### config.mk
export PLATFORM = sky130hd
export DESIGN_NAME = text_line_renderer
export DESIGN_NICKNAME = d
export VERILOG_FILES = /design/src/sv/tlr_pkg.sv /design/src/sv/tlr_front.sv /design/src/sv/tlr_back.sv /design/src/sv/text_line_renderer.sv
export SDC_FILE = /design/constraint.sdc
export NUM_CORES = 1
export LEC_CHECK = 0
export BUFFER_PORTS_ARGS = -buffer_cell sky130_fd_sc_hd__buf_2
export CORE_AREA = 3 3 125 127
export CTS_CLUSTER_DIAMETER = 150
export DETAILED_ROUTE_END_ITERATION = 10
export DIE_AREA = 0 0 128 130
export PLACE_DENSITY = 0.63
export SLEW_MARGIN = 20
export SYNTH_ARGS = -nofsm -noshare
export SYNTH_HDL_FRONTEND = slang
export SYNTH_HIERARCHICAL = 1
export SYNTH_SLANG_ARGS = --single-unit
### constraint.sdc
create_clock -name clk -period 5.49 [get_ports clk]
set_input_delay 1.098 -clock clk [delete_from_list [all_inputs] [get_ports clk]]
set_output_delay 1.098 -clock clk [all_outputs]
set_load 0.03 [all_outputs]
### src/sv/tlr_pkg.sv
// ============================================================================
// tlr_pkg: shared types and constants for the text line renderer
// Request formats, the internal command format and character codes.
// ============================================================================
`timescale 1ns / 1ps
`default_nettype none

package tlr_pkg;

  // Character codes, 7-bit
  localparam logic [6:0] CH_TAB     = 7'h09;
  localparam logic [6:0] CH_LF      = 7'h0a;
  localparam logic [6:0] CH_CR      = 7'h0d;
  localparam logic [6:0] CH_EOF     = 7'h1a;
  localparam logic [6:0] CH_SPACE   = 7'h20;
  localparam logic [6:0] CH_CARET   = 7'h5e;
  localparam logic [6:0] CTRL_BIAS  = 7'h40;
  localparam logic [6:0] CH_NONE    = 7'h00;

  // Result kinds
  localparam logic [1:0] KIND_CHAR  = 2'd0;
  localparam logic [1:0] KIND_EOL   = 2'd1;
  localparam logic [1:0] KIND_EOF   = 2'd2;

  // Configuration register indexes
  localparam int unsigned CFG_IDX_W = 1;
  localparam logic [CFG_IDX_W-1:0] REG_H_OFFSET     = 1'd0;
  localparam logic [CFG_IDX_W-1:0] REG_WINDOW_WIDTH = 1'd1;

  localparam logic [7:0] WINDOW_WIDTH_RST = 8'd80;

  // Most results one input byte may cause
  localparam int unsigned MAX_RESULTS = 8;
  localparam int unsigned CNT_W       = 4;

  // Input request
  typedef struct packed {
    logic [7:0] text_byte;
    logic       show;
  } item_t;

  // Result request
  typedef struct packed {
    logic [6:0] out_char;
    logic [1:0] kind;
    logic       last;
  } result_t;

  // Configuration write
  typedef struct packed {
    logic                 en;
    logic [CFG_IDX_W-1:0] index;
    logic [7:0]           data;
  } cfg_wr_t;

  // Command classes handed from front to back
  typedef enum logic [2:0] {
    OP_PRINT,
    OP_EOF,
    OP_NL,
    OP_CR,
    OP_TAB,
    OP_CTRL
  } op_t;

  typedef struct packed {
    op_t        op;
    logic [6:0] ch;
    logic       show;
  } cmd_t;

endpackage

`default_nettype wire

### src/sv/tlr_front.sv
// ============================================================================
// tlr_front: input classifier and command queue
// Takes text bytes, sorts them into command classes and queues them for the
// back end. Bytes that produce nothing and touch no state are dropped here.
// ============================================================================
`timescale 1ns / 1ps
`default_nettype none

module tlr_front (
  input  wire logic           clk,
  input  wire logic           rst,
  input  wire logic           push,
  output logic                full,
  input  wire tlr_pkg::item_t item,
  output logic                cmd_valid,
  output tlr_pkg::cmd_t       cmd,
  input  wire logic           cmd_pop
);

  logic          [1:0] count;
  logic                wr_ptr;
  logic                rd_ptr;
  tlr_pkg::cmd_t       mem [2];
  tlr_pkg::cmd_t       cls;
  logic                keep;
  logic                wr_en;

  // Classify the incoming byte
  always_comb begin
    cls.ch   = item.text_byte[6:0];
    cls.show = item.show;
    if (item.text_byte[6:0] >= tlr_pkg::CH_SPACE) begin
      cls.op = tlr_pkg::OP_PRINT;
    end else begin
      unique case (item.text_byte[6:0])
        tlr_pkg::CH_EOF: cls.op = tlr_pkg::OP_EOF;
        tlr_pkg::CH_LF:  cls.op = tlr_pkg::OP_NL;
        tlr_pkg::CH_CR:  cls.op = tlr_pkg::OP_CR;
        tlr_pkg::CH_TAB: cls.op = tlr_pkg::OP_TAB;
        default:         cls.op = tlr_pkg::OP_CTRL;
      endcase
    end
    // without show, printable, tab and control bytes do nothing at all
    keep = item.show || cls.op == tlr_pkg::OP_EOF || cls.op == tlr_pkg::OP_NL ||
           cls.op == tlr_pkg::OP_CR;
  end

  assign full      = (count == 2'd2);
  assign wr_en     = push && !full && keep;
  assign cmd_valid = (count != 2'd0);
  assign cmd       = mem[rd_ptr];

  // Queue storage
  always_ff @(posedge clk) begin
    if (wr_en) begin
      mem[wr_ptr] <= cls;
    end
  end

  // Queue pointers
  always_ff @(posedge clk) begin
    if (rst) begin
      count  <= 2'd0;
      wr_ptr <= 1'b0;
      rd_ptr <= 1'b0;
    end else begin
      if (wr_en) begin
        wr_ptr <= !wr_ptr;
      end
      if (cmd_pop) begin
        rd_ptr <= !rd_ptr;
      end
      case ({wr_en, cmd_pop})
        2'b10:   count <= count + 2'd1;
        2'b01:   count <= count - 2'd1;
        default: count <= count;
      endcase
    end
  end

endmodule

`default_nettype wire

### src/sv/tlr_back.sv
// ============================================================================
// tlr_back: column sequencer and result queue
// Runs one command at a time against the column counter, one step per cycle
// unless the two-entry output queue it writes results into is full.
// ============================================================================
`timescale 1ns / 1ps
`default_nettype none

module tlr_back #(
  parameter int unsigned TAB_STOP = 8
) (
  input  wire logic             clk,
  input  wire logic             rst,
  input  wire tlr_pkg::cfg_wr_t cfg_wr,
  input  wire logic             cmd_valid,
  input  wire tlr_pkg::cmd_t    cmd,
  output logic                  cmd_pop,
  output logic                  empty,
  input  wire logic             pop,
  output tlr_pkg::result_t      result
);

  localparam int unsigned MOD_W = $clog2(TAB_STOP);
  localparam int unsigned REM_W = $clog2(TAB_STOP + 1);

  typedef enum logic {
    S_IDLE,
    S_RUN
  } state_t;

  state_t                      state, state_next;
  tlr_pkg::cmd_t               cur, cur_next;
  logic [15:0]                 column, column_next;
  logic [MOD_W-1:0]            col_mod, col_mod_next;
  logic [REM_W-1:0]            rem, rem_next;
  logic [tlr_pkg::CNT_W-1:0]   cnt, cnt_next;
  logic [1:0]                  step, step_next;
  logic [7:0]                  h_offset;
  logic [7:0]                  window_width;

  logic                        res_push;
  tlr_pkg::result_t            res_new;
  tlr_pkg::result_t            out_mem [2];
  logic                        out_wr;
  logic                        out_rd;
  logic [1:0]                  out_count;
  logic                        out_full;
  logic                        out_pop;

  logic [8:0]                  hi;
  logic [15:0]                 col_inc;
  logic [MOD_W-1:0]            mod_inc;
  logic                        vis_inc;
  logic                        ctrl_fit;

  // Window bounds and one column advance, saturating
  always_comb begin
    hi       = {1'b0, h_offset} + {1'b0, window_width};
    col_inc  = (column == 16'hffff) ? column : column + 16'd1;
    if (column == 16'hffff) begin
      mod_inc = col_mod;
    end else if (col_mod == MOD_W'(TAB_STOP - 1)) begin
      mod_inc = '0;
    end else begin
      mod_inc = col_mod + MOD_W'(1);
    end
    vis_inc  = (col_inc > {8'd0, h_offset}) && (col_inc <= {7'd0, hi});
    ctrl_fit = (col_inc > {8'd0, h_offset}) &&
               (({1'b0, col_inc} + 17'd1) <= {8'd0, hi});
  end

  assign out_full = (out_count == 2'd2);
  assign empty    = (out_count == 2'd0);
  assign out_pop  = pop && !empty;
  assign result   = out_mem[out_rd];

  // Sequencer next state
  always_comb begin
    logic done;
    done         = 1'b0;
    state_next   = state;
    cur_next     = cur;
    column_next  = column;
    col_mod_next = col_mod;
    rem_next     = rem;
    cnt_next     = cnt;
    step_next    = step;
    cmd_pop      = 1'b0;
    res_push     = 1'b0;
    res_new      = '0;
    unique case (state)
      S_IDLE: begin
        if (cmd_valid) begin
          cmd_pop    = 1'b1;
          cur_next   = cmd;
          rem_next   = REM_W'(TAB_STOP) - REM_W'(col_mod);
          cnt_next   = '0;
          step_next  = 2'd0;
          state_next = S_RUN;
        end
      end
      S_RUN: begin
        if (!out_full) begin
          unique case (cur.op)
            tlr_pkg::OP_PRINT: begin
              column_next  = col_inc;
              col_mod_next = mod_inc;
              res_push     = vis_inc;
              res_new      = '{out_char: cur.ch, kind: tlr_pkg::KIND_CHAR, last: 1'b1};
              done         = 1'b1;
            end
            tlr_pkg::OP_EOF: begin
              res_push = 1'b1;
              res_new  = '{out_char: tlr_pkg::CH_NONE, kind: tlr_pkg::KIND_EOF,
                           last: 1'b1};
              done     = 1'b1;
            end
            tlr_pkg::OP_NL: begin
              res_push = 1'b1;
              if (cur.show && step == 2'd0) begin
                res_new   = '{out_char: tlr_pkg::CH_LF, kind: tlr_pkg::KIND_CHAR,
                              last: 1'b0};
                step_next = 2'd1;
              end else if (cur.show && step == 2'd1) begin
                res_new   = '{out_char: tlr_pkg::CH_CR, kind: tlr_pkg::KIND_CHAR,
                              last: 1'b0};
                step_next = 2'd2;
              end else begin
                res_new      = '{out_char: tlr_pkg::CH_NONE, kind: tlr_pkg::KIND_EOL,
                                 last: 1'b1};
                column_next  = '0;
                col_mod_next = '0;
                done         = 1'b1;
              end
            end
            tlr_pkg::OP_CR: begin
              column_next  = '0;
              col_mod_next = '0;
              res_push     = cur.show;
              res_new      = '{out_char: tlr_pkg::CH_CR, kind: tlr_pkg::KIND_CHAR,
                               last: 1'b1};
              done         = 1'b1;
            end
            tlr_pkg::OP_TAB: begin
              // one space per step; visible columns form one run, so the
              // last visible one is where the tab, the window or the cap ends
              column_next  = col_inc;
              col_mod_next = mod_inc;
              rem_next     = rem - REM_W'(1);
              if (vis_inc && cnt < tlr_pkg::CNT_W'(tlr_pkg::MAX_RESULTS)) begin
                res_push = 1'b1;
                cnt_next = cnt + tlr_pkg::CNT_W'(1);
                res_new  = '{out_char: tlr_pkg::CH_SPACE, kind: tlr_pkg::KIND_CHAR,
                             last: (rem == REM_W'(1)) || (col_inc == {7'd0, hi}) ||
                                   (cnt == tlr_pkg::CNT_W'(tlr_pkg::MAX_RESULTS - 1))};
              end
              done = (rem == REM_W'(1));
            end
            tlr_pkg::OP_CTRL: begin
              column_next  = col_inc;
              col_mod_next = mod_inc;
              if (step == 2'd0) begin
                if (ctrl_fit) begin
                  res_push  = 1'b1;
                  res_new   = '{out_char: tlr_pkg::CH_CARET, kind: tlr_pkg::KIND_CHAR,
                                last: 1'b0};
                  step_next = 2'd1;
                end else begin
                  done = 1'b1;
                end
              end else begin
                res_push = 1'b1;
                res_new  = '{out_char: cur.ch | tlr_pkg::CTRL_BIAS,
                             kind: tlr_pkg::KIND_CHAR, last: 1'b1};
                done     = 1'b1;
              end
            end
            default: begin
              done = 1'b1;
            end
          endcase
          if (done) begin
            state_next = S_IDLE;
          end
        end
      end
      default: begin
        state_next = S_IDLE;
      end
    endcase
  end

  // Sequencer state and registers
  always_ff @(posedge clk) begin
    if (rst) begin
      state        <= S_IDLE;
      column       <= '0;
      col_mod      <= '0;
      h_offset     <= '0;
      window_width <= tlr_pkg::WINDOW_WIDTH_RST;
    end else begin
      state   <= state_next;
      column  <= column_next;
      col_mod <= col_mod_next;
      if (cfg_wr.en) begin
        unique case (cfg_wr.index)
          tlr_pkg::REG_H_OFFSET:     h_offset     <= cfg_wr.data;
          tlr_pkg::REG_WINDOW_WIDTH: window_width <= cfg_wr.data;
          default: ;
        endcase
      end
    end
    cur  <= cur_next;
    rem  <= rem_next;
    cnt  <= cnt_next;
    step <= step_next;
  end

  // Result queue storage
  always_ff @(posedge clk) begin
    if (res_push) begin
      out_mem[out_wr] <= res_new;
    end
  end

  // Result queue pointers
  always_ff @(posedge clk) begin
    if (rst) begin
      out_count <= 2'd0;
      out_wr    <= 1'b0;
      out_rd    <= 1'b0;
    end else begin
      if (res_push) begin
        out_wr <= !out_wr;
      end
      if (out_pop) begin
        out_rd <= !out_rd;
      end
      case ({res_push, out_pop})
        2'b10:   out_count <= out_count + 2'd1;
        2'b01:   out_count <= out_count - 2'd1;
        default: out_count <= out_count;
      endcase
    end
  end

  // Checks
  a_no_overflow: assert property (@(posedge clk) disable iff (rst)
    !(res_push && out_full && !out_pop))
    else $error("result queue overflow");

  a_idle_quiet: assert property (@(posedge clk) disable iff (rst)
    state == S_IDLE |-> !res_push)
    else $error("result written while sequencer idle");

  a_eol_last: assert property (@(posedge clk) disable iff (rst)
    res_push && res_new.kind == tlr_pkg::KIND_EOL |-> res_new.last)
    else $error("end of line marker not final");

  a_eol_column: assert property (@(posedge clk) disable iff (rst)
    res_push && res_new.kind == tlr_pkg::KIND_EOL |=> column == 16'd0 && col_mod == '0)
    else $error("column not cleared after end of line");

  a_pop_only_idle: assert property (@(posedge clk) disable iff (rst)
    cmd_pop |=> state == S_RUN)
    else $error("command taken without starting it");

endmodule

`default_nettype wire

### src/sv/text_line_renderer.sv
// ============================================================================
// text_line_renderer: tab-expanding terminal line renderer
// Renders 7-bit text against a column counter into a horizontal window.
//
//   channel   direction  handshake          payload
//   input     in         push / full        item   (text_byte, show)
//   result    out        empty / pop        result (out_char, kind, last)
//   config    in         cfg_valid/ready    cfg_index, cfg_data
//
// A byte leaves the command queue, then takes one sequencer step per advance
// or result: caret and character for a control byte, line feed, carriage
// return and end of line for a shown newline, columns up to the tab stop for
// a tab. Bytes that produce nothing and touch no state skip the sequencer.
// The sequencer stalls while the two-entry result queue is full; the input
// side keeps accepting until the two-entry command queue fills.
// Reset is synchronous and clears the column and both registers to defaults.
// ============================================================================
`timescale 1ns / 1ps
`default_nettype none

module text_line_renderer #(
  parameter int unsigned TAB_STOP = 8
) (
  input  wire logic                              clk,
  input  wire logic                              rst,
  input  wire logic                              push,
  output logic                                   full,
  input  wire tlr_pkg::item_t                    item,
  output logic                                   empty,
  input  wire logic                              pop,
  output tlr_pkg::result_t                       result,
  input  wire logic                              cfg_valid,
  output logic                                   cfg_ready,
  input  wire logic [tlr_pkg::CFG_IDX_W-1:0]     cfg_index,
  input  wire logic [7:0]                        cfg_data
);

  logic             cmd_valid;
  tlr_pkg::cmd_t    cmd;
  logic             cmd_pop;
  tlr_pkg::cfg_wr_t cfg_wr;

  // Register writes are always taken
  assign cfg_ready    = 1'b1;
  assign cfg_wr.en    = cfg_valid;
  assign cfg_wr.index = cfg_index;
  assign cfg_wr.data  = cfg_data;

  tlr_front u_front (
    .clk       (clk),
    .rst       (rst),
    .push      (push),
    .full      (full),
    .item      (item),
    .cmd_valid (cmd_valid),
    .cmd       (cmd),
    .cmd_pop   (cmd_pop)
  );

  tlr_back #(
    .TAB_STOP (TAB_STOP)
  ) u_back (
    .clk       (clk),
    .rst       (rst),
    .cfg_wr    (cfg_wr),
    .cmd_valid (cmd_valid),
    .cmd       (cmd),
    .cmd_pop   (cmd_pop),
    .empty     (empty),
    .pop       (pop),
    .result    (result)
  );

endmodule

`default_nettype wire
* After elaboration in Yosys (flattened, before gate mapping)
Memory sizes are Yosys's and may differ from the RTL's. A register that Yosys moved wholly into a read port is not among the register bits.
Index checks and enable logic that the tools add are counted.
** Storage, ports and cells
- Register bits after elaboration :: 54
- Memories :: 2
- Bits of input ports :: 23
- Bits in writable memories :: 42
- Output and inout port bits :: 13
** Memories
- u_front.mem :: words 2, bits a word 11, rd ports 1, clocked after Yosys merged registers in 1, write ports 1, line tlr_front.sv:23 : tlr_pkg::cmd_t mem [2];
- u_back.out_mem :: words 2, bits a word 10, rd ports 1, clocked after Yosys merged registers in 1, write ports 1, line tlr_back.sv:43 : tlr_pkg::result_t out_mem [2];
** Cells by class
- Magnitude comparators :: 5
- Reductions and logical operators :: 36
- Equal/unequal tests :: 35
- Bitwise logic cells :: 3
- Multiplexer cells :: 62
- Add/sub/neg operators :: 11
** Operators by type and width (count)
- 10-bit one-hot mux with 6 select lines :: 1
- 10-bit 2-to-1 mux :: 5
- 16-bit 2-to-1 mux :: 3
- 16-bit one-hot mux with 3 select lines :: 1
- 4-bit 2-to-1 mux :: 7
- 7-bit by 4-bit equality test with 1-bit output, second input constant :: 3
- 1-bit 2-to-1 mux :: 21
- 16-bit by 1-bit adder with 17-bit output, second input constant :: 1
- 17-bit by 9-bit less-or-equal comparator with 1-bit output :: 1
- 16-bit by 1-bit adder with 16-bit output, second input constant :: 1
- 16-bit equality test, second input constant :: 1
- 16-bit by 9-bit equality test with 1-bit output :: 1
- 16-bit by 8-bit greater-than comparator with 1-bit output :: 1
- 16-bit by 9-bit less-or-equal comparator with 1-bit output :: 1
- 2-bit one-hot mux with 2 select lines :: 4
- 4-bit one-hot mux with 2 select lines :: 2
- 3-bit 2-to-1 mux :: 5
- 2-bit inequality test, second input constant :: 7
- 3-bit by 2-bit equality test with 1-bit output, second input constant :: 4
- 2-bit 2-to-1 mux :: 6
- 3-bit one-hot mux with 4 select lines :: 1
- 6-bit AND reduction :: 2
- 8-bit by 8-bit adder with 9-bit output :: 1
- 3-bit equality test, second input constant :: 3
- 36 further kinds :: 69

* Longest topological paths before layout
Gate-level depths: netlist (run 1).
- Word-level depth :: 13
- Mapped depth :: 24

* Cells and area by module
The synthesis (run 1) kept the hierarchy.
** By module, submodules not included
- tlr_back :: area each 5437.7 µm², seq. area each 2052.0 µm², times used 1, cells an instance 617
- tlr_front :: area each 1138.6 µm², seq. area each 760.7 µm², times used 1, cells an instance 73
- text_line_renderer :: area each 11.3 µm², seq. area each 0.0 µm², times used 1, cells an instance 2

* Worst setup path after synthesis (run 1)
Ideal clock, no wire load.
- Path type :: register -> register
- From :: register u_back.column[1]
- To :: register u_back.out_count[1]
- Data arrival time :: 4.596 ns
- Clock period less this slack :: 4.666 ns
- Cell stages (with the launch flop) :: 22
- Buffers on the path :: 0
- Library setup time :: 0.070 ns
- Path slack :: 0.824 ns
- Required time :: 5.420 ns
- Cells stage by stage :: dfxtp_1 ha_1 nand4_1 nor4_2 xnor2_1 ha_1 o21a_1 o311ai_0 nor3_1 nand2_1 xnor2_1 ha_1 a21oi_1 nand2_1 o31ai_1 a31oi_1 a211oi_1 nand3_1 a21o_1 ha_1 or3_1 a21oi_1
** On the way
- Longest elaborated chain between the ends :: 12
- Elaborated cells between the ends (all ways) :: 20
** Ends and longest elaborated chain
- from (decl) :: line tlr_back.sv:33 : logic [15:0] column, column_next;
- from (signal assigned) :: line tlr_back.sv:203 : column <= column_next;
- 16-bit by 1-bit adder with 16-bit output / 16-bit equality test (equally long branches) :: line tlr_back.sv:59 : col_inc = (column == 16'hffff) ? column : column + 16'd1;
- 16-bit 2-to-1 mux (*) :: line tlr_back.sv:59
- 16-bit by 1-bit adder with 17-bit output :: line tlr_back.sv:69 : (({1'b0, col_inc} + 17'd1) <= {8'd0, hi});
- 17-bit by 9-bit less-or-equal comparator with 1-bit output :: line tlr_back.sv:69
- 1-bit logical AND :: line tlr_back.sv:68 : ctrl_fit = (col_inc > {8'd0, h_offset}) &&
- 1-bit 2-to-1 mux :: line tlr_back.sv:163 : if (ctrl_fit) begin
- 1-bit 2-to-1 mux :: line tlr_back.sv:162 : if (step == 2'd0) begin
- 1-bit one-hot mux with 5 select lines (*) :: line tlr_back.sv:104 : unique case (cur.op)
- 1-bit 2-to-1 mux (*) :: line tlr_back.sv:103 : if (!out_full) begin
- 1-bit 2-to-1 mux (*) :: line tlr_back.sv:91 : unique case (state)
- 2-bit by 1-bit equality test with 1-bit output / 2-bit equality test (equally long branches) :: line tlr_back.sv:239 : case ({res_push, out_pop})
- 2-bit one-hot mux with 2 select lines / 2-bit nonzero test (equally long branches)
- to (signal assigned) :: line tlr_back.sv:240 : 2'b10: out_count <= out_count + 2'd1;
- to (signal assigned) :: line tlr_back.sv:241 : 2'b01: out_count <= out_count - 2'd1;
- to (signal assigned) :: line tlr_back.sv:242 : default: out_count <= out_count;
- to (decl) :: line tlr_back.sv:46 : logic [1:0] out_count;
Every way passes the cells marked *; elsewhere a longest branch is shown, timed or not.
A chain may end at the register's enable or synchronous reset.

* Worst setup path after layout (run 1)
- From :: register u_back.column[0]
- To :: register u_back.out_count[1]
The elaborated chain is that of the path after synthesis.

==> run_results.csv, run 1 <==
group,metric,value,unit
routing,wire_per_inst,15.4,microns
floorplanning,core_area,0.0145,sq mm
clocking,cts_max_level,3,
routing,drtPass1Iterations,5,
yosys,yosysWarnings,6,
placed_design,port_buffers,33,
routing,first_iter_violations,235,
timing,relSlewSlack,23.4,%
setup_path,timing.rr.end,"u_back/out_count[1]",
yosys,synth-edff-count,63,
cells_and_area,stdcell_area,0.00726,sq mm
clocking,cts-buffers-inserted,9,
yosys,synthFlopType,"edfxtp_1",
clocking,insertion_delay,0.35,ns
hold_path,hold_end,"u_back/window_width[2]",
yosys,avgSynthCellArea,9.52,sq um
placed_design,dp_cells,887,
cells_and_area,drive_above_1_share,14.3,%
global_route,grt_usage,17.1,%
setup_path,cp_slowest_stage_delay,0.60,ns
yosys,ys_ff_latch,109,
hold_path,hold_start,"u_back/window_width[2]",
placed_design,dp_hpwl,10.4,mm
placed_design,gp_congestion,0.919,
setup_path,crit_top_cell,"ha_1",
floorplanning,row_count,44,
floorplanning,ios,36,
clocking,cts_setup_buffers,0,
run,maxCapViolCount,0,
routing,wirelength,13.9,mm
global_route,grt_max_degree,50,
timing,min_period,5.14,ns
setup_path,cpMaxStageDelayCell,"or4b_1",
yosys,seq_area_frac_synth,42.7,%
yosys,synth_nets,760,
placed_design,placed_area,0.00693,sq mm
global_route,grt_pass1_wl,23.1,mm
routing,antenna_left,0,
clocking,tritoncts,"done",
yosys,synthArstFlopShare,0,%
routing,routed_via_density,5.64,
timing,finalCritPeriodShare,93.6,%
clocking,clk_pin_slew,0.08,ns
floorplanning,start_util,45.3,%
power_and_ir_drop,p_leak,2.78,nW
power_and_ir_drop,total_power,2.61,mW
routing,drc,0,
timing,rsz0062_at_grt,"no",
setup_path,cp_max_fo,14,
yosys,syn_inst,692,
power_and_ir_drop,max-vdd-ir-drop,0.242,mV
timing,fmaxAchievable,0.195,GHz
floorplanning,die_w,128,microns
cells_and_area,antenna_cells,0,
timing,tightest_slew,1.14,ns
timing,setup_violations,0,
run_status,status,"finished, final reports clean",
timing,hold_violations,0,
cells_and_area,post-route-util,50.0,%
setup_path,critPathLaunchType,"register",
clocking,clock_sinks,109,
setup_path,path_cells,"ha_1, nand4_1, buf_4, nor2_1, mux2i_1, inv_1, ha_1, nand4_1, nor3_1, a211oi_1, or4b_1, a21oi_1, o21ai_0, a21o_1, ha_1, or3_1, a21oi_1",
floorplanning,die_y,130,microns
routing,dr_total_vias,5090,
power_and_ir_drop,p_per_area,360,mW/mm^2
global_route,antenna_found_initial,0,
setup_path,required,5.76,ns
setup_path,worstSetupPathType,"reg -> reg",
global_route,grt_pass1_vias,4843,
cells_and_area,nets,782,
setup_path,end_kind,"register",
clocking,clockRootBuffer,"clkbuf_16",
timing,fin_setup_tns,0,ns
hold_path,hold_depth,2,
clocking,ctsLongestPathBuffers,2,
timing,drv_slew,0,
setup_path,cp.arrival,5.41,ns
setup_path,reg2reg_from,"u_back/column[0]",
yosys,synth_area,0.00659,sq mm
cells_and_area,syn_to_final_growth,10.2,%
setup_path,reg2reg_depth,17,
hold_path,hold_path_class,"reg -> reg",
timing,skew,0.0103,ns
floorplanning,dieArea,0.0166,sq mm
cells_and_area,finalNonFillerCells,903,
global_route,grt_overflow,0,
yosys,ys_types,69,
setup_path,ff2ff_setup_slack,0.35,ns
[metrics by stage]
stage / hold WS [ns] / setup WS [ns]
floorplan: 0.440 / 0.824
global placement: 0.450 / 0.493
detailed placement: 0.457 / 0.385
CTS: 0.467 / 0.346
global route: 0.484 / 0.0383
finish: 0.469 / 0.350
[worst max-delay path: cells and delay by family, from the launching register on]
kind | cells | cell delay (ns)
simple gates | 6 | 1.82
fa+ha+maj | 3 | 0.92
compound gates | 5 | 0.80
buf+inv | 2 | 0.47
flops | 1 | 0.50
mux | 1 | 0.51
[state kept, by name, indices dropped and copies added (netlist names), named ones only]
signal,flops
u_back/state,1
u_back/step,2
u_front/wr_ptr,1
u_front/rd_ptr,1
u_back/column,16
u_back/cnt,4
u_front/count,2
u_back/h_offset,8
u_back/out_rd,1
u_back/cur,11
u_back/rem,4
u_back/out_count,2
u_back/out_mem,20
u_front/mem,22
u_back/window_width,8
u_back/col_mod,3
u_back/out_wr,1
[where the power goes]
part	switching [mW]	leakage, nW	internal [mW]
clock network	0.329	0.152	0.328
registers	0.141	0.961	1.05
logic	0.460	1.67	0.301
total	0.930	2.78	1.68
[synthesized netlist by cell type (6+ instances only)]
library cell   n  area share, %
a211oi_1       7           0.80
a21o_1        11            1.3
a21oi_1       47            3.6
a22oi_1        8           0.91
a31oi_1        7           0.66
buf_2          8           0.61
clkbuf_1      25            1.4
dfxtp_1       46             14
edfxtp_1      63             29
ha_1          44            8.4
inv_1         31            1.8
mux2_2        21            3.6
mux2i_1       16            2.4
nand2_1       56            3.2
nand2b_1      10           0.95
nand3_1       17            1.3
nand4_1        9           0.85
nor2_1        77            4.4
nor2b_1       12            1.1
nor3_1        17            1.3
nor4_1         9           0.85
o21a_1         7           0.80
o21ai_0       27            2.1
or2_2          7           0.66
or3_1          6           0.57
xnor2_1       25            3.3
xor2_1         9            1.2
[worst max path at each step]
stage                           start             endpoint  slack (ns)  cells after the start
detailed placement   u_back/column[0]  u_back/out_count[1]        0.38                     22
finish               u_back/column[0]  u_back/out_count[1]        0.35                     17
global placement    u_back/column[10]  u_back/out_count[1]        0.49                     21
global route         u_back/column[0]  u_back/out_count[1]        0.04                     17
floorplan            u_back/column[1]  u_back/out_count[1]        0.82                     21
CTS                  u_back/column[0]  u_back/out_count[1]        0.35                     22
[placed cells by master (no fill, tap or decap), drive strengths merged, types with 6 or more instances in the layout]
master  instances
a21oi          47
edfxtp         63
nor2b          12
inv            33
xnor2          25
nor4           11
mux2           22
o21a            7
a211oi          9
a21o           11
nand2b         10
xor2            9
or3             6
a31oi           7
clkbuf          9
or2             7
nor3           17
and2            6
nand2          56
o21ai          30
nor2           77
mux2i          16
ha             44
buf            46
dfxtp          46
a22oi           8
nand4          10
nand3          17
[cell families after synthesis]
logic type / count (synthesis) / synth area share [%]
buf+inv: 66 / 3.99
simple gates: 249 / 19.1
other cells: 1 / 0.0569
fa+ha+maj: 45 / 8.66
xor+xnor: 34 / 4.52
flops: 109 / 42.7
compound gates: 150 / 14.7
mux: 38 / 6.25
[layout make-up]
class                           instances  area, sq um
Sequential cell                       109         2810
Clock buffer                            9          225
Tap cell                              184          230
Fill cell                            1394         7270
Multi-Input combinational cell        517         3520
Timing Repair Buffer                   46          263
Clock inverter                          7         88.8
Inverter                               31          116
[routing by layer]
layer / part of all wire [%] / up-vias / global-route usage [%]
li1: - / 2536 / -
met1: 46 / 2412 / 22.8
met2: 48 / 115 / 27.9
met3: 3.4 / 27 / 2.50
met4: 2.4 / 0 / 7.05
met5: 0 / - / 0
[repair_timing]
item | CTS | global route
setup endpoints to repair | 0 | 1
gates resized for setup | 0 | 2
hold buffers | 0 | 0
No activity file was read; power rests on OpenSTA's default activity.
==> run 2, diff against run 1 <==
Settings changed: CORE_AREA 3 3 125 127 to 3 3 113 115, DIE_AREA 0 0 128 130 to 0 0 116 118, PLACE_DENSITY 0.63 to 0.75.
==> run_results.csv, run 2 (synthesized netlist as in run 1, its figures left out) <==
group,metric,value,unit
cells_and_area,final_cell_mix,"76 x nor2_1, 63 x edfxtp_1, 56 x nand2_1, 47 x a21oi_1, 45 x dfxtp_1",
global_route,antenna_found_initial,0,
clocking,holdBufCountCts,0,
setup_path,crit_top_cell,"ha_1",
cells_and_area,nets,785,
routing,drtPass1Iterations,4,
routing,antenna_left,0,
global_route,grt_pass1_wl,23.5,mm
clocking,insertion_delay,0.35,ns
routing,wirelength,13.9,mm
cells_and_area,drive_above_1_share,15.0,%
setup_path,cpLargestDelayFamily,"simple AND/OR/NAND/NOR gates",
cells_and_area,largest_reg_flops,22,
routing,wire_per_inst,16.0,microns
placed_design,dp_hpwl,10.3,mm
cells_and_area,layout_commonest_cell,"nor2_1",
setup_path,reg2reg_depth,17,
setup_path,worstSetupPathType,"reg -> reg",
global_route,grt_usage,21.2,%
setup_path,required,5.76,ns
clocking,tritoncts,"done",
floorplanning,die_y,118,microns
hold_path,hold_path_class,"reg -> reg",
timing,fin_ws,0.428,ns
clocking,clock_sinks,109,
cells_and_area,reg_top3,"u_front/mem: 22 flops, u_back/out_mem: 20 flops, u_back/column: 16 flops",
setup_path,path_depth,17,
setup_path,cp_slowest_stage_delay,0.60,ns
global_route,grt_overflow,0,
hold_path,hold_depth,2,
floorplanning,ios,36,
timing,setup_violations,0,
routing,drc,0,
routing,routed_via_density,5.90,
clocking,cts_max_level,3,
run,maxCapViolCount,0,
power_and_ir_drop,max-vdd-ir-drop,0.248,mV
floorplanning,dieArea,0.0137,sq mm
cells_and_area,antenna_cells,0,
routing,first_iter_violations,319,
timing,hold_violations,0,
floorplanning,start_util,55.3,%
timing,min_period,5.06,ns
cells_and_area,syn_to_final_growth,9.67,%
timing,relSlewSlack,35.5,%
cells_and_area,largest-register,"u_front/mem",
timing,skew,0.00536,ns
setup_path,critPathLaunchType,"register",
placed_design,post-place-ws,0.319,ns
setup_path,crit_buf_inv,1,
timing,fmaxAchievable,0.198,GHz
power_and_ir_drop,p_per_area,361,mW/mm^2
timing,drv_slew,0,
floorplanning,die_w,116,microns
global_route,grt_max_degree,50,
clocking,clockRootBuffer,"clkbuf_16",
placed_design,gp_congestion,0.924,
timing,rsz0062_at_grt,"no",
timing,fin_setup_tns,0,ns
floorplanning,core_area,0.0119,sq mm
global_route,grt_pass1_vias,4945,
setup_path,cp_max_fo,10,
clocking,clk_pin_slew,0.07,ns
floorplanning,row_count,40,
run_status,status,"finished, final reports clean",
clocking,ctsLongestPathBuffers,2,
placed_design,port_buffers,33,
timing,finalCritPeriodShare,92.2,%
setup_path,end_kind,"register",
power_and_ir_drop,p_leak,2.80,nW
setup_path,cp.arrival,5.34,ns
routing,dr_total_vias,5131,
setup_path,path_cells,"ha_1, nand4_1, buf_4, nor4_1, nor3_1, or2_2, ha_1, nand4_1, nor3_1, a211oi_1, or4b_1, a21oi_1, o21ai_0, a21o_1, ha_1, or3_1, a21oi_1",
clocking,cts-buffers-inserted,9,
setup_path,cpMaxStageDelayCell,"or4b_1",
timing,tightest_slew,0.964,ns
## run 2: cell types whose count changed in the layout (fill, tap and decap cells not counted), sizes merged
cell    delta
inv        +2
clkinv     -2
buf        +3
## run 2: routing by layer
layer / GRT usage, % / vias up / routed length, microns
met2: 34.4 / 117 / 6680
met4: 6.31 / 0 / 285
met3: 4.06 / 21 / 540
met5: 0 / - / 0
li1: - / 2544 / -
met1: 28.8 / 2449 / 6370
## run 2: final timing paths
| kind | startpoint | end | slack, ns |
|---|---|---|---|
| worst max-delay path | u_back/column[1] | u_back/out_count[1] | 0.43 |
| worst min-delay path | u_back/window_width[7] | u_back/window_width[7] | 0.47 |
| worst max register to register | u_back/column[1] | u_back/out_count[1] | 0.43 |
| worst min register to register | u_back/window_width[7] | u_back/window_width[7] | 0.47 |
## run 2: repair_timing
action | in CTS | in global routing
buffers inserted | 0 | 2
gates resized for setup | 0 | 3
endpoints found under the setup margin | 0 | 24
## run 2: stage by stage
stage	cell area (sq um)	total power [mW]	hold WS [ns]	instances	utilization, %
after detailed placement	6900	1.97	0.461	851	57.9
final	7220	2.61	0.468	869	60.7
after global placement	6900	1.93	0.449	851	57.9
after global routing	7220	2.77	0.506	869	60.7
after floorplan	6590	1.77	0.440	692	-
after CTS	7190	2.62	0.471	867	60.4
## run 2: final cells by class
cell class                      instances  area [sq um]
Clock buffer                            9           225
Inverter                               31           116
Fill cell                            1035          4690
Sequential cell                       109          2810
Multi-Input combinational cell        517          3530
Timing Repair Buffer                   49           285
Clock inverter                          7          72.6
Tap cell                              147           184
## run 2: power breakdown
part | total (mW) | internal (mW) | switching, mW
Clock | 0.641 | 0.323 | 0.318
Sequential | 1.19 | 1.05 | 0.138
Combinational | 0.774 | 0.304 | 0.470
Total | 2.61 | 1.68 | 0.926
## run 2: tightest hold or removal path, stage by stage, from the launching register on
cell and delay (ns):
dfxtp_1 0.32, nand2_1 0.05, a21oi_1 0.05
==> run 3, diff against run 2 <==
Settings changed: BUFFER_PORTS_ARGS -buffer_cell sky130_fd_sc_hd__buf_2 to unset, DONT_BUFFER_PORTS set to 1, PLACE_DENSITY 0.75 to 0.79, SETUP_SLACK_MARGIN set to 0.02.
==> run_results.csv, run 3 (synthesized netlist as in run 1, its figures left out) <==
group,metric,value,unit
timing,fin_setup_tns,0,ns
clocking,ctsLongestPathBuffers,2,
routing,drtPass1Iterations,5,
clocking,cts_max_level,3,
placed_design,dp_cells,818,
power_and_ir_drop,power_switching_share,35.2,%
routing,antenna_left,0,
global_route,grt_overflow,0,
setup_path,cpLargestDelayFamily,"simple AND/OR/NAND/NOR gates",
routing,routed_via_density,6.20,
power_and_ir_drop,total_power,2.64,mW
power_and_ir_drop,p_per_area,373,mW/mm^2
placed_design,port_buffers,0,
routing,dr_total_vias,5174,
global_route,grt_max_degree,50,
power_and_ir_drop,switchingPower,0.929,mW
cells_and_area,largest-register,"u_front/mem",
cells_and_area,finalNonFillerCells,834,
placed_design,dp_hpwl,10.2,mm
floorplanning,dieArea,0.0137,sq mm
routing,drc,0,
clocking,holdBufCountCts,0,
clocking,insertion_delay,0.35,ns
setup_path,path_cells,"ha_1, nand4_1, nor4_4, xnor2_1, ha_1, o21a_1, o311ai_0, nor3_1, nand2_1, xnor2_1, ha_1, a21oi_1, nand2_1, o31ai_1, a31oi_1, a211oi_1, nand3_1, a21o_1, ha_1, or3_1, a21oi_1",
timing,hold_violations,0,
floorplanning,row_count,40,
clocking,cts_setup_buffers,0,
clocking,tritoncts,"done",
cells_and_area,antenna_cells,0,
setup_path,crit_top_cell,"ha_1",
global_route,antenna_found_initial,0,
run,maxCapViolCount,0,
floorplanning,die_w,116,microns
hold_path,hold_path_class,"reg -> reg",
cells_and_area,largest_reg_flops,22,
power_and_ir_drop,comb_power_share,28.2,%
cells_and_area,syn_to_final_growth,7.20,%
power_and_ir_drop,max-vdd-ir-drop,0.323,mV
clocking,cts.repair.resized,0,
global_route,grt_pass1_vias,4956,
timing,drv_slew,0,
floorplanning,start_util,55.3,%
routing,wirelength,14.2,mm
routing,first_iter_violations,436,
setup_path,worstSetupStartpoint,"u_back/column[0]",
hold_path,hold_start,"u_back/window_width[7]",
cells_and_area,nets,750,
placed_design,gp_congestion,0.943,
timing,finalCritPeriodShare,95.0,%
setup_path,required,5.77,ns
setup_path,worstSetupPathType,"reg -> reg",
power_and_ir_drop,p_int,1.71,mW
timing,fmaxAchievable,0.192,GHz
cells_and_area,stdcell_area,0.00706,sq mm
timing,tightest_slew,1.10,ns
placed_design,placed_area,0.00673,sq mm
timing,relSlewSlack,26.5,%
clocking,clk_pin_slew,0.07,ns
power_and_ir_drop,p_leak,2.66,nW
timing,skew,0.0103,ns
setup_path,cpMaxStageDelayCell,"dfxtp_1",
global_route,grt_pass1_wl,23.5,mm
timing,worst_hold_slack,0.457,ns
floorplanning,ios,36,
floorplanning,core_area,0.0119,sq mm
clocking,clockRootBuffer,"clkbuf_16",
cells_and_area,layout_commonest_cell,"nor2_1",
setup_path,reg2reg_from,"u_back/column[0]",
clocking,clock_sinks,109,
clocking,cts-buffers-inserted,9,
setup_path,cp_max_fo,9,
setup_path,cp.arrival,5.50,ns
cells_and_area,reg_top3,"u_front/mem: 22 flops, u_back/out_mem: 20 flops, u_back/column: 16 flops",
timing,min_period,5.22,ns
setup_path,critPathLaunchType,"register",
global_route,grt_usage,21.0,%
setup_path,crit_buf_inv,0,
power_and_ir_drop,p_clk_share,26.2,%
power_and_ir_drop,seqPwrFrac,45.6,%
timing,rsz0062_at_grt,"no",
cells_and_area,drive_above_1_share,10.2,%
routing,wire_per_inst,17.0,microns
setup_path,cp_slowest_stage_delay,0.50,ns
run_status,status,"finished, final reports clean",
setup_path,end_kind,"register",
cells_and_area,final_cell_mix,"77 x nor2_1, 63 x edfxtp_1, 56 x nand2_1, 47 x a21oi_1, 46 x dfxtp_1",
floorplanning,die_y,118,microns
timing,setup_violations,0,
==> run 3: cell types whose count changed in the layout (fill, tap and decap cells not counted), sizes merged <==
cell / before / now
clkinv: 3 / 2
bufinv: 0 / 1
buf: 49 / 14
==> run 3: worst min-delay path, stage by stage (launching register included) <==
cell and delay, ns:
dfxtp_1 0.32, nand2_1 0.05, a21oi_1 0.05
==> run 3: path summary, 6_finish.rpt <==
path	cells after the start	slack (ns)	end
hold / removal	2	0.46	u_back/window_width[7]
setup reg to reg	21	0.27	u_back/out_count[1]
setup / recovery	21	0.27	u_back/out_count[1]
hold reg to reg	2	0.46	u_back/window_width[7]
==> run 3: cell type report <==
type                            instances  area [sq um]
Clock inverter                          7          97.6
Clock buffer                            9           225
Multi-Input combinational cell        517          3520
Timing Repair Buffer                   14           105
Sequential cell                       109          2810
Fill cell                             946          4850
Tap cell                              147           184
Inverter                               31           116
==> run 3: stage by stage <==
stage	worst slack [ns]	utilization (%)
after floorplan	0.824	-
after global placement	0.604	56.5
after detailed placement	0.434	56.5
after CTS	0.376	59.2
after global routing	0.00890	59.3
final	0.273	59.3
==> run 3: metal layers <==
metal  up-vias  global-route usage [%]  wire length (microns)
met3        30                    2.93                    864
li1       2477                       -                      -
met5         -                       0                      0
met2       222                    35.1                   7090
met1      2445                    27.5                   5980
met4         0                    7.69                    246
==> run 3: power groups by stage <==
stage	Combinational (mW)	Sequential, mW	Clock [mW]
4_1_cts	0.740	1.20	0.705
3_3_place_gp	0.689	1.20	0
5_1_grt	0.818	1.22	0.735
3_5_place_dp	0.730	1.21	0
2_1_floorplan	0.632	1.13	0
6_report	0.744	1.20	0.691
